**src/qlsf_pkg.sv**
```systemverilog
// Shared types, constants and solve-step table of the quadratic least-squares fit.
package qlsf_pkg;

  localparam int MAX_SAMPLES = 1024;
  localparam int CW = 11;
  localparam int XW = 12;
  localparam int YW = 16;
  localparam int TW = 63;
  localparam int OW = 32;
  localparam int WW = 192;
  localparam int BW = 64;
  localparam int QW = 34;
  localparam int STW = 5;
  localparam int MCW = 6;
  localparam int COEF_N = 3;

  localparam logic [TW-1:0] THR_RESET = TW'(4294967);
  localparam logic [STW-1:0] STEP_DET_LAST = STW'(14);
  localparam logic [STW-1:0] STEP_NUM_FIRST = STW'(15);
  localparam logic [STW-1:0] STEP_LAST = STW'(23);
  localparam logic [MCW-1:0] MUL_LAST = MCW'(BW - 1);
  localparam logic [MCW-1:0] DIV_LAST = MCW'(QW - 1);
  localparam logic [1:0] COEF_LAST = 2'(COEF_N - 1);
  localparam logic [1:0] COEF_QUAD = 2'd0;
  localparam logic [1:0] COEF_LIN = 2'd1;
  localparam logic [1:0] COEF_CONST = 2'd2;

  typedef enum logic [3:0] {
    ST_IDLE, ST_SQ, ST_CUBE, ST_ACC, ST_MLOAD, ST_MSTEP, ST_MSTORE, ST_CHECK,
    ST_DABS, ST_DPREP, ST_DSTEP, ST_DSTORE, ST_FIN
  } state_e;

  typedef enum logic [3:0] {
    A_S1, A_S2, A_S3, A_S4, A_C00, A_C01, A_C02, A_C11, A_C12, A_C22
  } a_sel_e;

  typedef enum logic [2:0] {
    B_N, B_S1, B_S2, B_S3, B_S4, B_B0, B_B1, B_B2
  } b_sel_e;

  typedef enum logic [3:0] {
    D_NONE, D_C00, D_C01, D_C02, D_C11, D_C12, D_C22, D_DET, D_NA, D_NB, D_NC
  } dest_e;

  typedef struct packed {
    a_sel_e a_sel;
    b_sel_e b_sel;
    logic   neg;
    logic   clr;
    dest_e  dest;
  } step_t;

  typedef struct packed {
    logic            in_load;
    logic            sq;
    logic            cube;
    logic            acc;
    logic            mul_load;
    logic            mul_step;
    logic            store;
    logic            check;
    logic            div_abs;
    logic            div_prep;
    logic            div_step;
    logic            div_store;
    logic            out_load;
    logic [STW-1:0]  step;
    logic [1:0]      coef;
  } cmd_t;

  typedef struct packed {
    logic last;
    logic singular;
    logic out_free;
  } sts_t;

  function automatic step_t mk(a_sel_e a, b_sel_e b, logic ng, logic cl, dest_e ds);
    step_t s;
    s.a_sel = a;
    s.b_sel = b;
    s.neg = ng;
    s.clr = cl;
    s.dest = ds;
    return s;
  endfunction

  function automatic step_t step_info(logic [STW-1:0] idx);
    step_t s;
    unique case (idx)
      5'd0:    s = mk(A_S2, B_N, 1'b0, 1'b1, D_NONE);
      5'd1:    s = mk(A_S1, B_S1, 1'b1, 1'b0, D_C00);
      5'd2:    s = mk(A_S1, B_S2, 1'b0, 1'b1, D_NONE);
      5'd3:    s = mk(A_S3, B_N, 1'b1, 1'b0, D_C01);
      5'd4:    s = mk(A_S3, B_S1, 1'b0, 1'b1, D_NONE);
      5'd5:    s = mk(A_S2, B_S2, 1'b1, 1'b0, D_C02);
      5'd6:    s = mk(A_S4, B_N, 1'b0, 1'b1, D_NONE);
      5'd7:    s = mk(A_S2, B_S2, 1'b1, 1'b0, D_C11);
      5'd8:    s = mk(A_S3, B_S2, 1'b0, 1'b1, D_NONE);
      5'd9:    s = mk(A_S4, B_S1, 1'b1, 1'b0, D_C12);
      5'd10:   s = mk(A_S4, B_S2, 1'b0, 1'b1, D_NONE);
      5'd11:   s = mk(A_S3, B_S3, 1'b1, 1'b0, D_C22);
      5'd12:   s = mk(A_C00, B_S4, 1'b0, 1'b1, D_NONE);
      5'd13:   s = mk(A_C01, B_S3, 1'b0, 1'b0, D_NONE);
      5'd14:   s = mk(A_C02, B_S2, 1'b0, 1'b0, D_DET);
      5'd15:   s = mk(A_C00, B_B0, 1'b0, 1'b1, D_NONE);
      5'd16:   s = mk(A_C01, B_B1, 1'b0, 1'b0, D_NONE);
      5'd17:   s = mk(A_C02, B_B2, 1'b0, 1'b0, D_NA);
      5'd18:   s = mk(A_C01, B_B0, 1'b0, 1'b1, D_NONE);
      5'd19:   s = mk(A_C11, B_B1, 1'b0, 1'b0, D_NONE);
      5'd20:   s = mk(A_C12, B_B2, 1'b0, 1'b0, D_NB);
      5'd21:   s = mk(A_C02, B_B0, 1'b0, 1'b1, D_NONE);
      5'd22:   s = mk(A_C12, B_B1, 1'b0, 1'b0, D_NONE);
      5'd23:   s = mk(A_C22, B_B2, 1'b0, 1'b0, D_NC);
      default: s = mk(A_S1, B_N, 1'b0, 1'b0, D_NONE);
    endcase
    return s;
  endfunction

endpackage

```
**src/qlsf_ctrl.sv**
```systemverilog
// Sequencer of the fit: sample pipeline, multiply program, threshold check, divides.
module qlsf_ctrl (
  input  logic           clk_i,
  input  logic           rst_ni,
  input  logic           in_valid_i,
  output logic           in_ready_o,
  input  qlsf_pkg::sts_t sts_i,
  output qlsf_pkg::cmd_t cmd_o
);

  qlsf_pkg::state_e state_q, state_d;
  logic [qlsf_pkg::STW-1:0] step_q, step_d;
  logic [qlsf_pkg::MCW-1:0] cnt_q, cnt_d;
  logic [1:0] coef_q, coef_d;

  always_ff @(posedge clk_i or negedge rst_ni) begin
    if (!rst_ni) begin
      state_q <= qlsf_pkg::ST_IDLE;
      step_q <= '0;
      cnt_q <= '0;
      coef_q <= '0;
    end else begin
      state_q <= state_d;
      step_q <= step_d;
      cnt_q <= cnt_d;
      coef_q <= coef_d;
    end
  end

  always_comb begin
    state_d = state_q;
    step_d = step_q;
    cnt_d = cnt_q;
    coef_d = coef_q;
    cmd_o = '0;
    cmd_o.step = step_q;
    cmd_o.coef = coef_q;
    in_ready_o = 1'b0;
    unique case (state_q)
      qlsf_pkg::ST_IDLE: begin
        in_ready_o = 1'b1;
        if (in_valid_i) begin
          cmd_o.in_load = 1'b1;
          state_d = qlsf_pkg::ST_SQ;
        end
      end
      qlsf_pkg::ST_SQ: begin
        cmd_o.sq = 1'b1;
        state_d = qlsf_pkg::ST_CUBE;
      end
      qlsf_pkg::ST_CUBE: begin
        cmd_o.cube = 1'b1;
        state_d = qlsf_pkg::ST_ACC;
      end
      qlsf_pkg::ST_ACC: begin
        cmd_o.acc = 1'b1;
        if (sts_i.last) begin
          step_d = '0;
          state_d = qlsf_pkg::ST_MLOAD;
        end else begin
          state_d = qlsf_pkg::ST_IDLE;
        end
      end
      qlsf_pkg::ST_MLOAD: begin
        cmd_o.mul_load = 1'b1;
        cnt_d = '0;
        state_d = qlsf_pkg::ST_MSTEP;
      end
      qlsf_pkg::ST_MSTEP: begin
        cmd_o.mul_step = 1'b1;
        cnt_d = cnt_q + 1'b1;
        if (cnt_q == qlsf_pkg::MUL_LAST) begin
          state_d = qlsf_pkg::ST_MSTORE;
        end
      end
      qlsf_pkg::ST_MSTORE: begin
        cmd_o.store = 1'b1;
        if (step_q == qlsf_pkg::STEP_DET_LAST) begin
          state_d = qlsf_pkg::ST_CHECK;
        end else if (step_q == qlsf_pkg::STEP_LAST) begin
          coef_d = '0;
          state_d = qlsf_pkg::ST_DABS;
        end else begin
          step_d = step_q + 1'b1;
          state_d = qlsf_pkg::ST_MLOAD;
        end
      end
      qlsf_pkg::ST_CHECK: begin
        cmd_o.check = 1'b1;
        if (sts_i.singular) begin
          state_d = qlsf_pkg::ST_FIN;
        end else begin
          step_d = qlsf_pkg::STEP_NUM_FIRST;
          state_d = qlsf_pkg::ST_MLOAD;
        end
      end
      qlsf_pkg::ST_DABS: begin
        cmd_o.div_abs = 1'b1;
        state_d = qlsf_pkg::ST_DPREP;
      end
      qlsf_pkg::ST_DPREP: begin
        cmd_o.div_prep = 1'b1;
        cnt_d = '0;
        state_d = qlsf_pkg::ST_DSTEP;
      end
      qlsf_pkg::ST_DSTEP: begin
        cmd_o.div_step = 1'b1;
        cnt_d = cnt_q + 1'b1;
        if (cnt_q == qlsf_pkg::DIV_LAST) begin
          state_d = qlsf_pkg::ST_DSTORE;
        end
      end
      qlsf_pkg::ST_DSTORE: begin
        cmd_o.div_store = 1'b1;
        if (coef_q == qlsf_pkg::COEF_LAST) begin
          state_d = qlsf_pkg::ST_FIN;
        end else begin
          coef_d = coef_q + 1'b1;
          state_d = qlsf_pkg::ST_DABS;
        end
      end
      qlsf_pkg::ST_FIN: begin
        if (sts_i.out_free) begin
          cmd_o.out_load = 1'b1;
          state_d = qlsf_pkg::ST_IDLE;
        end
      end
      default: state_d = qlsf_pkg::ST_IDLE;
    endcase
  end

endmodule

```
**config.mk**
```make
export PLATFORM = sky130hd
export DESIGN_NAME = qlsf_ctrl
export DESIGN_NICKNAME = d
export VERILOG_FILES = /design/src/qlsf_pkg.sv /design/src/qlsf_ctrl.sv
export SDC_FILE = /design/constraint.sdc
export NUM_CORES = 1
export LEC_CHECK = 0
export BUFFER_PORTS_ARGS = -buffer_cell sky130_fd_sc_hd__buf_2
export CAP_MARGIN = 20
export CORE_MARGIN = 2
export CORE_UTILIZATION = 55
export CTS_BUF_LIST = sky130_fd_sc_hd__clkbuf_4 sky130_fd_sc_hd__clkbuf_8 sky130_fd_sc_hd__clkbuf_16
export DETAILED_ROUTE_END_ITERATION = 8
export PLACE_DENSITY = 0.87
export SYNTH_ARGS = -nofsm -noshare
export SYNTH_HDL_FRONTEND = slang
export SYNTH_SLANG_ARGS = --single-unit
```
**constraint.sdc**
```tcl
create_clock -name clk_i -period 2.4 [get_ports clk_i]
set_clock_uncertainty 0.2 [all_clocks]
set_input_delay 0.72 -clock clk_i [delete_from_list [all_inputs] [get_ports clk_i]]
set_output_delay 0.72 -clock clk_i [all_outputs]
set_load 0.005 [all_outputs]
```
Yosys cells after proc, flatten, opt, wreduce, memory -nomap -nowiden

Index checks and enable logic that the tools add are counted.

Register bits after elaboration: 17
Logic and storage cells: 79
Bits in latches: 0
Bits of input ports: 6
Bits in writable memories: 0
Bits in read-only memories: 0
Output and inout port bits: 21
Memories kept: 0

Mux-type cells: 36
Div/mod/pow operators: 0
Eq/ne operators: 27
Reduce and logical (&&, ||, !) cells: 9
Add/sub/neg operators: 3
Multiply operators: 0
$lt $le $gt $ge: 0
Bitwise operators: 0
Shifts and indexed selects: 0

Operators with widths:

| operator              | count |
|---|---|
| $pmux W4 S13          | 1 |
| $mux W4               | 7 |
| $eq A4 B4 Y1 const B  | 5 |
| $mux W5               | 4 |
| $ne A2 B2 Y1 const B  | 10 |
| $eq A4 B3 Y1 const B  | 4 |
| $mux W1               | 16 |
| $pmux W5 S3           | 1 |
| $eq A6 B6 Y1 const B  | 2 |
| $pmux W6 S2           | 1 |
| $eq A4 B2 Y1 const B  | 2 |
| $reduce_and A4 Y1     | 2 |
| $add A6 B1 Y6 const B | 1 |
| $mux W2               | 3 |
| $mux W3               | 2 |
| $add A5 B1 Y5 const B | 1 |
| $eq A5 B4 Y1 const B  | 1 |
| $eq A5 B5 Y1 const B  | 1 |
| $reduce_and A5 Y1     | 1 |
| $eq A4 B1 Y1 const B  | 1 |
| $logic_not A4 Y1      | 1 |
| $pmux W2 S2           | 1 |
| $reduce_bool A2 Y1    | 2 |
| $reduce_or A2 Y1      | 2 |
| other kinds (3)       | 3 |

Longest topological paths before layout

Gate-level depths: netlist of the first run.

Word-level depth: 4
Gate-level depth with buffers: 7
Mapped depth without buffers: 6

Worst setup path after synthesis of the first run

No wires, ideal clock.

Path type: flip-flop to output port
Start point: register state_q[1]
End point: output port cmd_o[19] (netlist name)
Stages on the path, launching flop included: 6
Buffers on the path: 2
Data arrival time: 1268 ps
Data required time: 1480 ps
Setup slack: 212 ps
Path through: dfrtp_1 > buf_2 > or2_2 > clkbuf_1 > nor2_1 > and2_1

RTL lines:

| what                     | line            | text |
|---|---|---|
| start: declaration       | qlsf_ctrl.sv:11 | `qlsf_pkg::state_e state_q, state_d;` |
| start signal: assignment | qlsf_ctrl.sv:18 | `state_q <= qlsf_pkg::ST_IDLE;` |
| start signal: assignment | qlsf_ctrl.sv:23 | `state_q <= state_d;` |
| end: declaration         | qlsf_ctrl.sv:8  | `output qlsf_pkg::cmd_t cmd_o` |

==> results.md, run 1 <==
STA:
- The max-slew violation total from the final report is 0.
- Headroom to the max-slew limit came out at 65.8%.
- The final worst-path cycle share is around 99%.
- The minimum setup slack in the final design is ~0.012 ns.
- Hold is met by 0.143 ns.
- After routing, the total negative slack on setup checks comes to 0 ns.
- Setup repair after global routing could not meet its margin everywhere.
- For this run, the top clock speed supported by timing is between 0.4 and 0.5 GHz.
- For the finished layout, the period the worst path requires is roughly 2.4 ns.
- For the pin with the worst max-slew slack, the measured transition is 0.506 ns.
- The final-report setup violation count is 0.
- The final hold violation count came to 0.

Placement:
- The final weighted congestion in routability-driven placement is approximately 0.87.
- The pre-CTS setup slack is a little over 0.2 ns.
- The wire-length estimate of the detail-placed layout is ~2.7 mm.
- The quantity of I/O buffers inserted on ports is 26.

Setup path:
- STA classifies the critical path startpoint as a register.
- The worst register-to-register path begins at state_q[3].
- The launch point of the critical path is state_q[3].
- The largest fanout of any net on the critical path is 5.
- The worst endpoint data arrival time is between 1 and 1.5 ns.
- The critical path class is reg -> out.
- The worst setup path is captured at an output port.
- At the worst endpoint, the required time is approximately 1.5 ns.

Layout:
- The total number of nets in the final design is 225.
- The post-route netlist has between 30% and 40% of its cells at a drive strength greater than 1.
- In the layout the commonest cells are 25 x sky130_fd_sc_hd__buf_2, 19 x sky130_fd_sc_hd__buf_4, 18 x sky130_fd_sc_hd__nand2_1.
- 0 antenna diodes ended up in the layout.
- The number of filler instances in the final layout is ~180.
- From synthesis to final layout, the design area changed by 23.1%.
- The library cell used most frequently in the layout, excluding fill and tap cells, is sky130_fd_sc_hd__buf_2.

Power and ir drop:
- The part of the total power dissipated in sequential elements is between 20% and 30%.
- Of the total power, the share spent switching nets is 46.9%.
- The internal power of the cells totals around 0.0011 W.
- Summed over all cells, the static leakage comes to approximately 0.85 nW.
- The portion of total power attributed to combinational logic is 66.0%.
- For this design the ratio of total power to cell area is ~1200 nW/µm².
- The worst IR drop on VDD is slightly below 1 mV.
- Per report_power, the clock group accounts for approximately 8.1% of the total.
- The switching power total is between 0.0009 and 0.001 W.

Run status:
- The flow ran to the end, and the final reports show no timing, DRC or antenna violations.

Run:
- Max-cap violations in this run came to 0.

Synthesis:
- In this run, synthesis inferred 0 flip-flops with an integrated enable.
- The number of nets in the synthesized netlist is about 180.
- After synthesis, the largest family of logic cells by area is simple AND/OR/NAND/NOR gates.
- The prevailing post-synth register cell is sky130_fd_sc_hd__dfrtp_1.
- Sequential cells were found to cover 29.8% of the synthesized design area.
- In the synthesized netlist, the number of instances is 172.
- After synthesis the cells add up to 1430 µm².
- During synthesis, Yosys emitted a total of 0 warnings.
- In the synthesized netlist, mux cells make up between 2 and 3% of the area.
- After Yosys synthesis, and, or, nand and nor cells account for between 20 and 30% of the synthesized area.
- The average footprint of a synthesized cell is 8.31 µm².
- The synthesized design contains 17 register bits.
- The distinct cell type count of the synthesized netlist is 56.
- Summing the areas of all fa, ha and maj instances in the mapped netlist gives approximately 4.4% of the synthesized area.
- In the synthesized netlist the async set-or-reset flop fraction comes to 100%.
- The synthesized netlist devotes between 20% and 30% of its cell area to compound gates.
- Of the total synthesized cell area, the portion taken by XOR and XNOR cells is 0%.

Global routing:
- The number of antenna violations at the first check in global routing came to 0.
- The total overflow left after global routing is 0.
- The largest net degree at the start of global routing is 18.
- The number of global-route vias before repair is about 1400.
- Global routing used approximately 27% of the available tracks across all layers.
- The first global-routing pass estimated roughly 5.9 mm of wire.

Routing:
- The starting DRC count in detailed routing is 95.
- After detailed routing, no signal wire sits above met4.
- The average wire per standard cell is between 15 and 20 µm.
- The number of iterations in the first detailed-routing pass is 5.
- After detailed routing, the total wire length is between 4 and 5 mm.
- The routed via count divided by cell count is approximately 6.5.
- Wire segments on met3 add up to 282 µm in the final route.
- The wire length on met2 is ~2.0 mm.
- The detailed-route via count is between 1500 and 2000.
- The wire length the detailed router placed on met1 is ~1.7 mm.
- The count of antenna-violating nets left after detailed routing is 0.
- The remaining design rule violation count is 0.

CTS:
- The root buffer cell chosen for the clock tree is sky130_fd_sc_hd__clkbuf_4.
- The H-tree depth reported by CTS is 1.
- After clock tree synthesis, the clock-pin slew on the worst setup and hold paths is 0.11 ns.
- The post-cts hold buffer count is 0.
- TritonCTS built the clock tree.
- The number of buffers added by the clock tree synthesis step is 3.
- At the later pin of the worst-skew pair, clock insertion delay measures 0.29 ns.
- The clock sink count is 17.
- The clock passes through at most 2 buffers.

Floorplanning:
- The area enclosed by the die boundary is roughly 3000 µm².
- The total I/O pin count is 27.
- The effective utilization at floorplan is ~58%.
- The core outline area is about 2500 µm².
- In this run the core area contains 18 standard-cell rows.
- The die outline height is 55.0 µm.
- The x dimension of the die is 55.0 µm.

Hold path:
- The path class of the tightest hold or removal check is in -> async.
==> metal layers <==
metal  vias to the layer above  track usage, %
li1                        711               -
met1                       742            34.4
met2                       100            41.5
met3                        18            5.11
met4                         0            17.1
met5                         -               0
==> through the flow <==
stage | total power, W | cells | util [%] | area, µm²
after CTS | 0.00190 | 236 | 67.7 | 1680
after global routing | 0.00224 | 243 | 71.0 | 1760
after global placement | 0.00162 | 228 | 65.1 | 1610
final | 0.00210 | 243 | 71.0 | 1760
after floorplan | 0.00135 | 172 | - | 1430
after detailed placement | 0.00167 | 228 | 65.1 | 1610
==> cells by family after synthesis <==
logic type | count (synthesis)
buf+inv | 19
flops | 17
fa+ha+maj | 5
compound gates | 51
mux | 3
simple gates | 77
==> registers in the layout, indices dropped and copies added (netlist names) <==
| name | cells |
|---|---|
| cnt_q | 6 |
| coef_q | 2 |
| state_q | 4 |
| step_q | 5 |
==> critical path: stages (launching register included) <==
cell and delay, ns:
sky130_fd_sc_hd__dfrtp_2 0.46, sky130_fd_sc_hd__nand2b_4 0.17, sky130_fd_sc_hd__or3_4 0.40, sky130_fd_sc_hd__clkinv_4 0.07, sky130_fd_sc_hd__buf_6 0.09
==> layout make-up <==
| cell class | instances | area, µm² | area share, % |
|---|---|---|---|
| clock buffers | 4 | 30.0 | 1.71 |
| repair buffers | 46 | 299 | 17.0 |
| multi-input cells | 136 | 921 | 52.3 |
| flip-flops and latches | 17 | 429 | 24.4 |
| inverters | 10 | 42.5 | 2.42 |
| well taps | 30 | 37.5 | 2.13 |
==> power groups by stage <==
stage          logic (W)  registers (W)  clock network [W]
6_report         0.00139       0.000545           0.000170
5_1_grt          0.00150       0.000558           0.000184
4_1_cts          0.00118       0.000547           0.000169
3_5_place_dp     0.00110       0.000571                  0
3_3_place_gp     0.00106       0.000557                  0
2_1_floorplan   0.000858       0.000491                  0
==> cell usage after synthesis (2+ instances only) <==
library cell / n / area share (%)
sky130_fd_sc_hd__o21ai_0: 10 / 3.5
sky130_fd_sc_hd__mux2_4: 2 / 2.1
sky130_fd_sc_hd__nor3_1: 3 / 1.1
sky130_fd_sc_hd__o221ai_1: 2 / 1.2
sky130_fd_sc_hd__nor2b_1: 6 / 2.6
sky130_fd_sc_hd__a31oi_1: 2 / 0.88
sky130_fd_sc_hd__clkbuf_1: 2 / 0.53
sky130_fd_sc_hd__a311o_1: 3 / 2.1
sky130_fd_sc_hd__buf_2: 3 / 1.1
sky130_fd_sc_hd__a21o_1: 3 / 1.6
sky130_fd_sc_hd__dfrtp_1: 17 / 30
sky130_fd_sc_hd__or3_1: 2 / 0.88
sky130_fd_sc_hd__nand3_1: 12 / 4.2
sky130_fd_sc_hd__o41ai_1: 3 / 1.8
sky130_fd_sc_hd__o211ai_1: 2 / 1.1
sky130_fd_sc_hd__o31ai_1: 2 / 1.1
sky130_fd_sc_hd__nand2_1: 19 / 5.0
sky130_fd_sc_hd__inv_1: 8 / 2.1
sky130_fd_sc_hd__and3b_1: 2 / 1.2
sky130_fd_sc_hd__nand2b_1: 2 / 0.88
sky130_fd_sc_hd__o2111ai_1: 2 / 1.2
sky130_fd_sc_hd__nor2_1: 14 / 3.7
sky130_fd_sc_hd__buf_4: 2 / 1.1
sky130_fd_sc_hd__ha_1: 5 / 4.4
sky130_fd_sc_hd__and3_1: 3 / 1.3
sky130_fd_sc_hd__a21oi_1: 11 / 3.9
==> path summary, 6_finish.rpt <==
path	end	slack, ns	cells after the start
max	cmd_o[13]	0.01	4
min	cnt_q[4]	0.14	1
max reg2reg	step_q[0]	0.32	7
min reg2reg	coef_q[0]	0.33	1
max in group asynchronous	state_q[3]	1.55	1
min in group clk_i	coef_q[0]	0.33	1
==> timing repair <==
action / CTS / global route
gates resized for setup: 4 / 5
setup endpoints to repair: 12 / 6
setup buffers: 4 / 7
pin swaps: 0 / 3
Note: power is estimated with default switching activity, not from simulation.
==> run 2: changes to the inputs <==
- CAP_MARGIN: 20 -> not set
- HOLD_SLACK_MARGIN: not set -> 0.15
==> run 2 against run 1 <==
Combinational power about the same. Highest routed layer unchanged. Via count up 0.64%. Design area up 0.57%. First-iteration DRC count up 5.3%. Critical endpoint unchanged. Final cell count up 0.41%.
==> results.md, run 2 (synthesis results as in run 1) <==
Global routing:
- In the global route stage, met3 resource usage came out at approximately 5%.
- The met2 demand-to-capacity share in global routing is between 40% and 50%.
- The global-route wire length before repair is roughly 5.9 mm.
- After global routing the overflow that remains totals 0.
- For met1 alone, demand over resource in global routing was between 30 and 40%.
- The layer flagged by global routing as most heavily used is met2.
- The largest net degree at the start of global routing is 18.
- The number of global-route vias before repair is between 1000 and 1500.
- The number of antenna violations at the first check in global routing is 0.
- Across every metal layer, demand over resource in global routing totals 26.9%.

Layout:
- The post-route netlist has about a third of its cells at a drive strength greater than 1.
- In the layout the commonest cells are 25 x sky130_fd_sc_hd__buf_2, 19 x sky130_fd_sc_hd__buf_4, 18 x sky130_fd_sc_hd__nand2_1.
- The filler cells instantiated in the layout total about 180.
- The count of inserted antenna diode cells is 0.
- The area growth from synthesis to layout is 23.8%.
- In the final layout, the registers with the most flip-flops are cnt_q x6, step_q x5, state_q x4.
- The flip-flop count of the largest register after layout is 6.
- The total number of nets in the final design is 226.
- The filler-free cell count of the finished design is between 200 and 250.
- The register with the most flip-flops in the final layout is cnt_q.
- Leaving out fill and tap cells, the most frequent cell in the layout is sky130_fd_sc_hd__buf_2.

Setup path:
- By startpoint and endpoint, the worst setup path is classified as reg -> out.
- The largest fanout of any net on the critical path is 5.
- The worst endpoint data arrival time is between 1 and 1.5 ns.
- The critical path startpoint category is a register.
- The category of the worst setup path capture point is an output port.
- The critical path contains buffers and inverters numbering 2 combined.
- The slowest stage of the critical path belongs to the cell sky130_fd_sc_hd__dfrtp_2.
- Grouping stages by cell kind, the critical path spends the most delay in simple AND/OR/NAND/NOR gates.
- The required time of the worst setup path is roughly 1.5 ns.
- Traced cell by cell, the critical path runs through nand2b_4 > or3_4 > clkinv_4 > buf_6.
- The delay of the slowest cell on the worst path is 0.45 ns.

Floorplanning:
- The core outline area is 2480 µm².
- The effective utilization at floorplan is 57.7%.
- The floorplan step set the die width to ~55 µm.
- The die outline height is between 50 and 60 µm.
- During I/O placement, the number of pins put on the boundary was 27.
- The area enclosed by the die boundary is between 3000 and 4000 µm².
- The number of rows in the core area is 18.

STA:
- The final hold violation count is 0.
- The max-slew violation total from the final report is 0.
- The final-report setup violation count is 0.
- The final worst-path cycle share is between 90 and 100%.
- At the pin with the least slew margin, the transition time is roughly 0.51 ns.
- The final period demand of the worst path is ~2.4 ns.
- Measured against its own limit, the worst slew margin works out to 65.5%.
- The timing-limited maximum frequency is approximately 0.42 GHz.
- The minimum setup slack in the final design is between 0.01 and 0.015 ns.
- Setup repair after global routing could not meet its margin everywhere.

Power and ir drop:
- The share of total power consumed by net switching is 46.9%.
- The clock network fraction of total power is under 10%.
- The areal power density over the cells is ~1200 nW/µm².
- For this design the static power due to leakage is 0.856 nW.
- The internal power summed over all cells is 0.00112 W.
- The portion of total power attributed to combinational logic is around 66%.
- The switching power total is between 0.0009 and 0.001 W.
- The worst IR drop on VDD is 0.991 mV.
- The share of total power dissipated in sequential elements is around a quarter.

Placement:
- The congestion estimate from routability-driven global placement came to just under 0.9.
- The pre-CTS setup slack is slightly above 0.2 ns.
- The estimated wirelength of the detail-placed design is ~2.7 mm.
- The number of placed instances, taps included, is approximately 230.
- Buffers placed on the I/O ports in this run total 26.

Routing:
- The detail route stage leaves a number of antenna-violating nets equal to 0.
- In the routed design, unresolved DRC markers number 0.
- After detailed routing, the total wire length is between 4 and 5 mm.
- The first detailed-routing pass ran for 4 iterations.
- The starting DRC count in detailed routing is 100.
- The detailed-route via count is 1581.
- Using the TritonRoute via totals, the vias-per-cell ratio works out to 6.48.
- The average wire per standard cell is about 17 µm.

Run:
- Max-cap violations in this run came to 0.

Run status:
- The run finished with clean final reports.

CTS:
- The TritonCTS clock tree is built.
- No sink is reached through more buffers than the 2 on the longest clock path.
- The H-tree depth reported by CTS is 1.
- After clock tree synthesis, the clock-pin slew on the worst setup and hold paths is around 0.10 ns.
- The cell sitting at the root of the clock tree is a sky130_fd_sc_hd__clkbuf_4.
- The clock latency on the worst-skew pair is between 0.2 and 0.3 ns.
- Counting every sink on the clock net gives 17.
- Counting the buffers created by CTS gives 3.

Hold path:
- The min-delay analysis places its worst path in the category reg -> reg.
==> run 2: changes by cell type in the layout (fill, tap and decap cells not counted), sizes merged <==
cell	before	now
dlygate4sd3	0	1
==> run 2: power groups by stage <==
stage	sequential, W	combinational (W)	clock (W)
4_1_cts	0.000547	0.00119	0.000169
5_1_grt	0.000558	0.00150	0.000184
3_3_place_gp	0.000557	0.00106	0
3_5_place_dp	0.000571	0.00110	0
2_1_floorplan	0.000491	0.000858	0
6_report	0.000545	0.00139	0.000169
==> run 2: routing by layer <==
metal	wire length, µm	vias to the layer above
met2	2010	101
met3	266	20
met1	1670	748
met5	0	-
li1	-	712
met4	126	0
==> run 2: area by class of cell <==
class / instances / area [µm²] / share of cell area (%)
tap: 30 / 37.5 / 2.12
timing repair buffer: 47 / 309 / 17.5
sequential: 17 / 429 / 24.3
inverter: 10 / 42.5 / 2.40
clock buffer: 4 / 30.0 / 1.70
multi-input combinational: 136 / 921 / 52.1
==> run 2: final timing paths <==
path | start | to | slack (ns) | cells after the start
max reg2reg | state_q[3] | step_q[0] | 0.32 | 7
max | state_q[3] | cmd_o[13] | 0.01 | 4
max in group asynchronous | rst_ni | state_q[0] | 1.00 | 2
min | coef_q[0] | coef_q[0] | 0.33 | 1
min in group asynchronous | rst_ni | cnt_q[4] | 0.68 | 2
min reg2reg | coef_q[0] | coef_q[0] | 0.33 | 1
==> run 2: timing repair <==
action                                  in CTS  in global routing
pin swaps                                    0                  3
resized for setup                            4                  5
buffers inserted                             4                  7
cloned                                       0                  0
endpoints found under the hold margin        8                  0
endpoints found under the setup margin      12                  6
hold buffers                                 1                  0
==> run 2: through the flow <==
| step | hold slack [ns] | area, µm² | TNS, ns | utilization, % | power (W) |
|---|---|---|---|---|---|
| after floorplan | 0.224 | 1430 | 0 | - | 0.00135 |
| after global placement | 0.306 | 1610 | 0 | 65.1 | 0.00162 |
| after detailed placement | 0.314 | 1610 | 0 | 65.1 | 0.00167 |
| after CTS | 0.327 | 1690 | 0 | 68.1 | 0.00190 |
| after global routing | 0.366 | 1770 | -0.0342 | 71.4 | 0.00224 |
| final | 0.326 | 1770 | 0 | 71.4 | 0.00210 |
==> run 3: changes to the inputs <==
- BUFFER_PORTS_ARGS: -buffer_cell sky130_fd_sc_hd__buf_2 -> not set
- CORE_UTILIZATION: 55 -> 60
- DONT_BUFFER_PORTS: not set -> 1
- PLACE_DENSITY: 0.87 -> 0.84
==> run 3 against run 2 <==
Hold slack better by 0.022 ns. Sequential power rose by 3%. Non-clock buffer count fell by 33. Die area fell by 7.7%. Largest cell class unchanged.
==> results.md, run 3 (synthesis results as in run 1) <==
Routing:
- After detailed routing, the average wire length per cell comes to ~16 µm.
- The remaining design rule violation count is 0.
- Across all layers, the routed design uses between 1000 and 1500 vias.
- The routed wire length is 3.26 mm.
- The count of antenna-violating nets left after detailed routing is 0.
- After detailed routing, the number of vias per cell comes to about 6.4.
- The number of iterations in the first detailed-routing pass is 4.
- The first routing iteration left 29 violations.

Setup path:
- The register-to-register setup slack is approximately 0.41 ns.
- Data on the critical path arrives at its endpoint at 1.43 ns.
- The cell with the largest stage delay on the worst path is sky130_fd_sc_hd__dfrtp_1.
- The category of the worst setup path capture point is an output port.
- The worst register-to-register path ends at cnt_q[5].
- Data on the critical path is required at its endpoint by around 1.5 ns.
- Walking the worst path, the cells encountered are nand2b_4 > or3_4 > clkinv_4.
- The delay of the slowest cell on the worst path is 0.48 ns.
- The worst setup path is of the reg -> out kind.
- Of all nets on the critical path, the largest fanout is 9.
- For the worst flop-to-flop path, the logic depth is 5.
- STA classifies the critical path startpoint as a register.
- The startpoint of the lowest-slack register-to-register path is state_q[2].

Hold path:
- The path category of the worst min-delay check is reg -> reg.
- The endpoint of the worst hold path is coef_q[0].
- Counting instances, the worst hold path has a depth of 1.
- The start point of the worst min-delay path is coef_q[0].

Power and ir drop:
- Net switching is a little under half of the power.
- Per report_power, the sequential group accounts for between 30 and 40% of the total.
- The leakage component of the power is roughly 0.68 nW.
- Combinational logic burns around three fifths of the power.
- The share of total power dissipated in the clock network is 9.4%.
- The power consumption is between 0.0015 and 0.002 W.
- Across the VDD grid, the largest voltage drop is ~0.69 mV.
- The switching power total is 0.000868 W.
- The internal power summed over all cells is 0.000943 W.
- Power spread over the standard cell area amounts to approximately 1200 nW/µm².

Global routing:
- The number of global-route vias before repair is between 1000 and 1500.
- The number of antenna violations at the first check in global routing was 0.
- Entering global routing, the biggest net connects 18 pins.
- The first global-routing pass estimated between 5 and 6 mm of wire.
- The total overflow left after global routing is 0.
- The total global-route track usage is roughly 27%.

Run:
- Max-cap violations in this run came to 0.

CTS:
- The clock sink count is 17.
- The buffer type at the clock tree root is sky130_fd_sc_hd__clkbuf_4.
- The TritonCTS clock tree is built.
- The clock latency on the worst-skew pair is around 0.3 ns.
- The number of buffers added by the clock tree synthesis step is 3.
- The clock-pin slew of the registers on the worst-case setup and hold paths is about 0.1 ns.
- The H-tree depth reported by CTS is 1.
- The maximum clock insertion buffer count is 2.

STA:
- The final critical path takes up between 90 and 100% of the cycle.
- Once routing completed, OpenROAD measured the worst setup slack at approximately 0.051 ns.
- The normalized max-slew margin is between 40% and 50%.
- Timing would allow up to around 0.43 GHz.
- The tightest hold path in the finished design has a slack of 0.349 ns.
- Setup total negative slack on the finished layout was measured at 0 ns.
- For the pin with the worst max-slew slack, the measured transition is 0.767 ns.
- The final hold violation count is 0.
- Setup repair after global routing left no endpoint under its margin.
- The clock period could shrink to about 2.3 ns.
- The final-report setup violation count is 0.
- The max-slew violation total from the final report is 0.

Layout:
- Of the cells placed in the final design, the portion with a size suffix greater than 1 is a little under a fifth.
- The count of inserted antenna diode cells is 0.
- The total number of nets in the final design is 193.
- Fill cells in the final layout number around 180.
- The largest registers in the layout are cnt_q x6, step_q x5, state_q x4.
- The library cells used most frequently in the layout, excluding fill and tap cells, are 19 x sky130_fd_sc_hd__nand2_1, 14 x sky130_fd_sc_hd__nor2_1, 14 x sky130_fd_sc_hd__dfrtp_1.
- The finished layout holds 209 standard cells, fillers aside.
- The leading cell type in the layout, fill and taps excluded is sky130_fd_sc_hd__nand2_1.
- The area growth from synthesis to layout is 8.49%.
- More flip-flops sit in one register than any other, and that register is cnt_q.
- The register with the most flip-flops in the layout has 6 of them.

Floorplanning:
- The die covers approximately 2800 µm².
- The floorplan step set the die width to 52.8 µm.
- The die outline height is 52.8 µm.
- The core region is around 2200 µm².
- 27 I/O pins were placed.
- The initial utilization of the core area, before any placement, comes to 64.0%.
- The floorplan has 17 rows.

Placement:
- The estimated wirelength of the detail-placed design is roughly 2.4 mm.
- After detailed placement, the design holds a cell count of between 150 and 200.
- The pre-CTS setup slack is approximately 0.16 ns.
- The final weighted congestion in routability-driven placement is roughly 0.9.
- Input and output buffers added on the ports amount to 0.

Run status:
- The flow ran to the end, and the final reports show no timing, DRC or antenna violations.
==> run 3: cell types whose count changed in the layout (fill, tap and decap cells not counted), sizes merged <==
cell	previous run	this run
buf	46	12
clkbuf	4	5
==> run 3: layer usage <==
| layer | global-route usage [%] | routed length [µm] |
|---|---|---|
| met2 | 42.7 | 1570 |
| met4 | 12.4 | 59 |
| met5 | 0 | 0 |
| met3 | 5.43 | 233 |
| met1 | 35.4 | 1400 |
==> run 3: power by group through the flow <==
stage	logic (W)	registers, W	clock network, W
2_1_floorplan	0.000858	0.000491	0
3_3_place_gp	0.000945	0.000572	0
3_5_place_dp	0.000979	0.000581	0
4_1_cts	0.00101	0.000563	0.000172
5_1_grt	0.00120	0.000586	0.000180
6_report	0.00108	0.000564	0.000171
==> run 3: layout make-up <==
cell class	count	area (µm²)	share of cell area (%)
Tap cell	28	35.0	2.26
Sequential cell	17	429	27.7
Inverter	10	42.5	2.74
Multi-Input combinational cell	136	911	58.8
Timing Repair Buffer	14	103	6.62
Clock buffer	4	30.0	1.94
==> run 3: repair_timing <==
| action | CTS | global route |
|---|---|---|
| buffers inserted | 1 | 4 |
| resized for setup | 1 | 3 |
| hold buffers | 1 | 0 |
| hold endpoints to repair | 17 | 0 |
| cloned | 0 | 0 |
| endpoints found under the setup margin | 6 | 4 |
==> run 3: critical path: cells and delay by family (launching register included) <==
| kind | cells | cell delay [ns] |
|---|---|---|
| flip-flops | 1 | 0.48 |
| buffers and inverters | 1 | 0.08 |
| AND/OR/NAND/NOR | 2 | 0.57 |
==> run 3: per-stage QoR <==
step | util [%] | instance area, µm²
2_1_floorplan | - | 1430
3_3_place_gp | 65.9 | 1470
3_5_place_dp | 65.9 | 1470
4_1_cts | 68.0 | 1520
5_1_grt | 69.4 | 1550
6_report | 69.4 | 1550
==> run 3: worst max-delay path by stage <==
| stage | start | to | slack [ns] | cells after the start |
|---|---|---|---|---|
| finish | state_q[3] | cmd_o[13] | 0.05 | 3 |
| global route | state_q[3] | cmd_o[13] | 0.01 | 3 |
| CTS | state_q[1] | cmd_o[19] | 0.02 | 3 |
| detailed placement | state_q[2] | cmd_o[13] | 0.16 | 3 |
| global placement | state_q[2] | cmd_o[13] | 0.21 | 3 |
| floorplan | state_q[1] | cmd_o[19] | 0.21 | 5 |
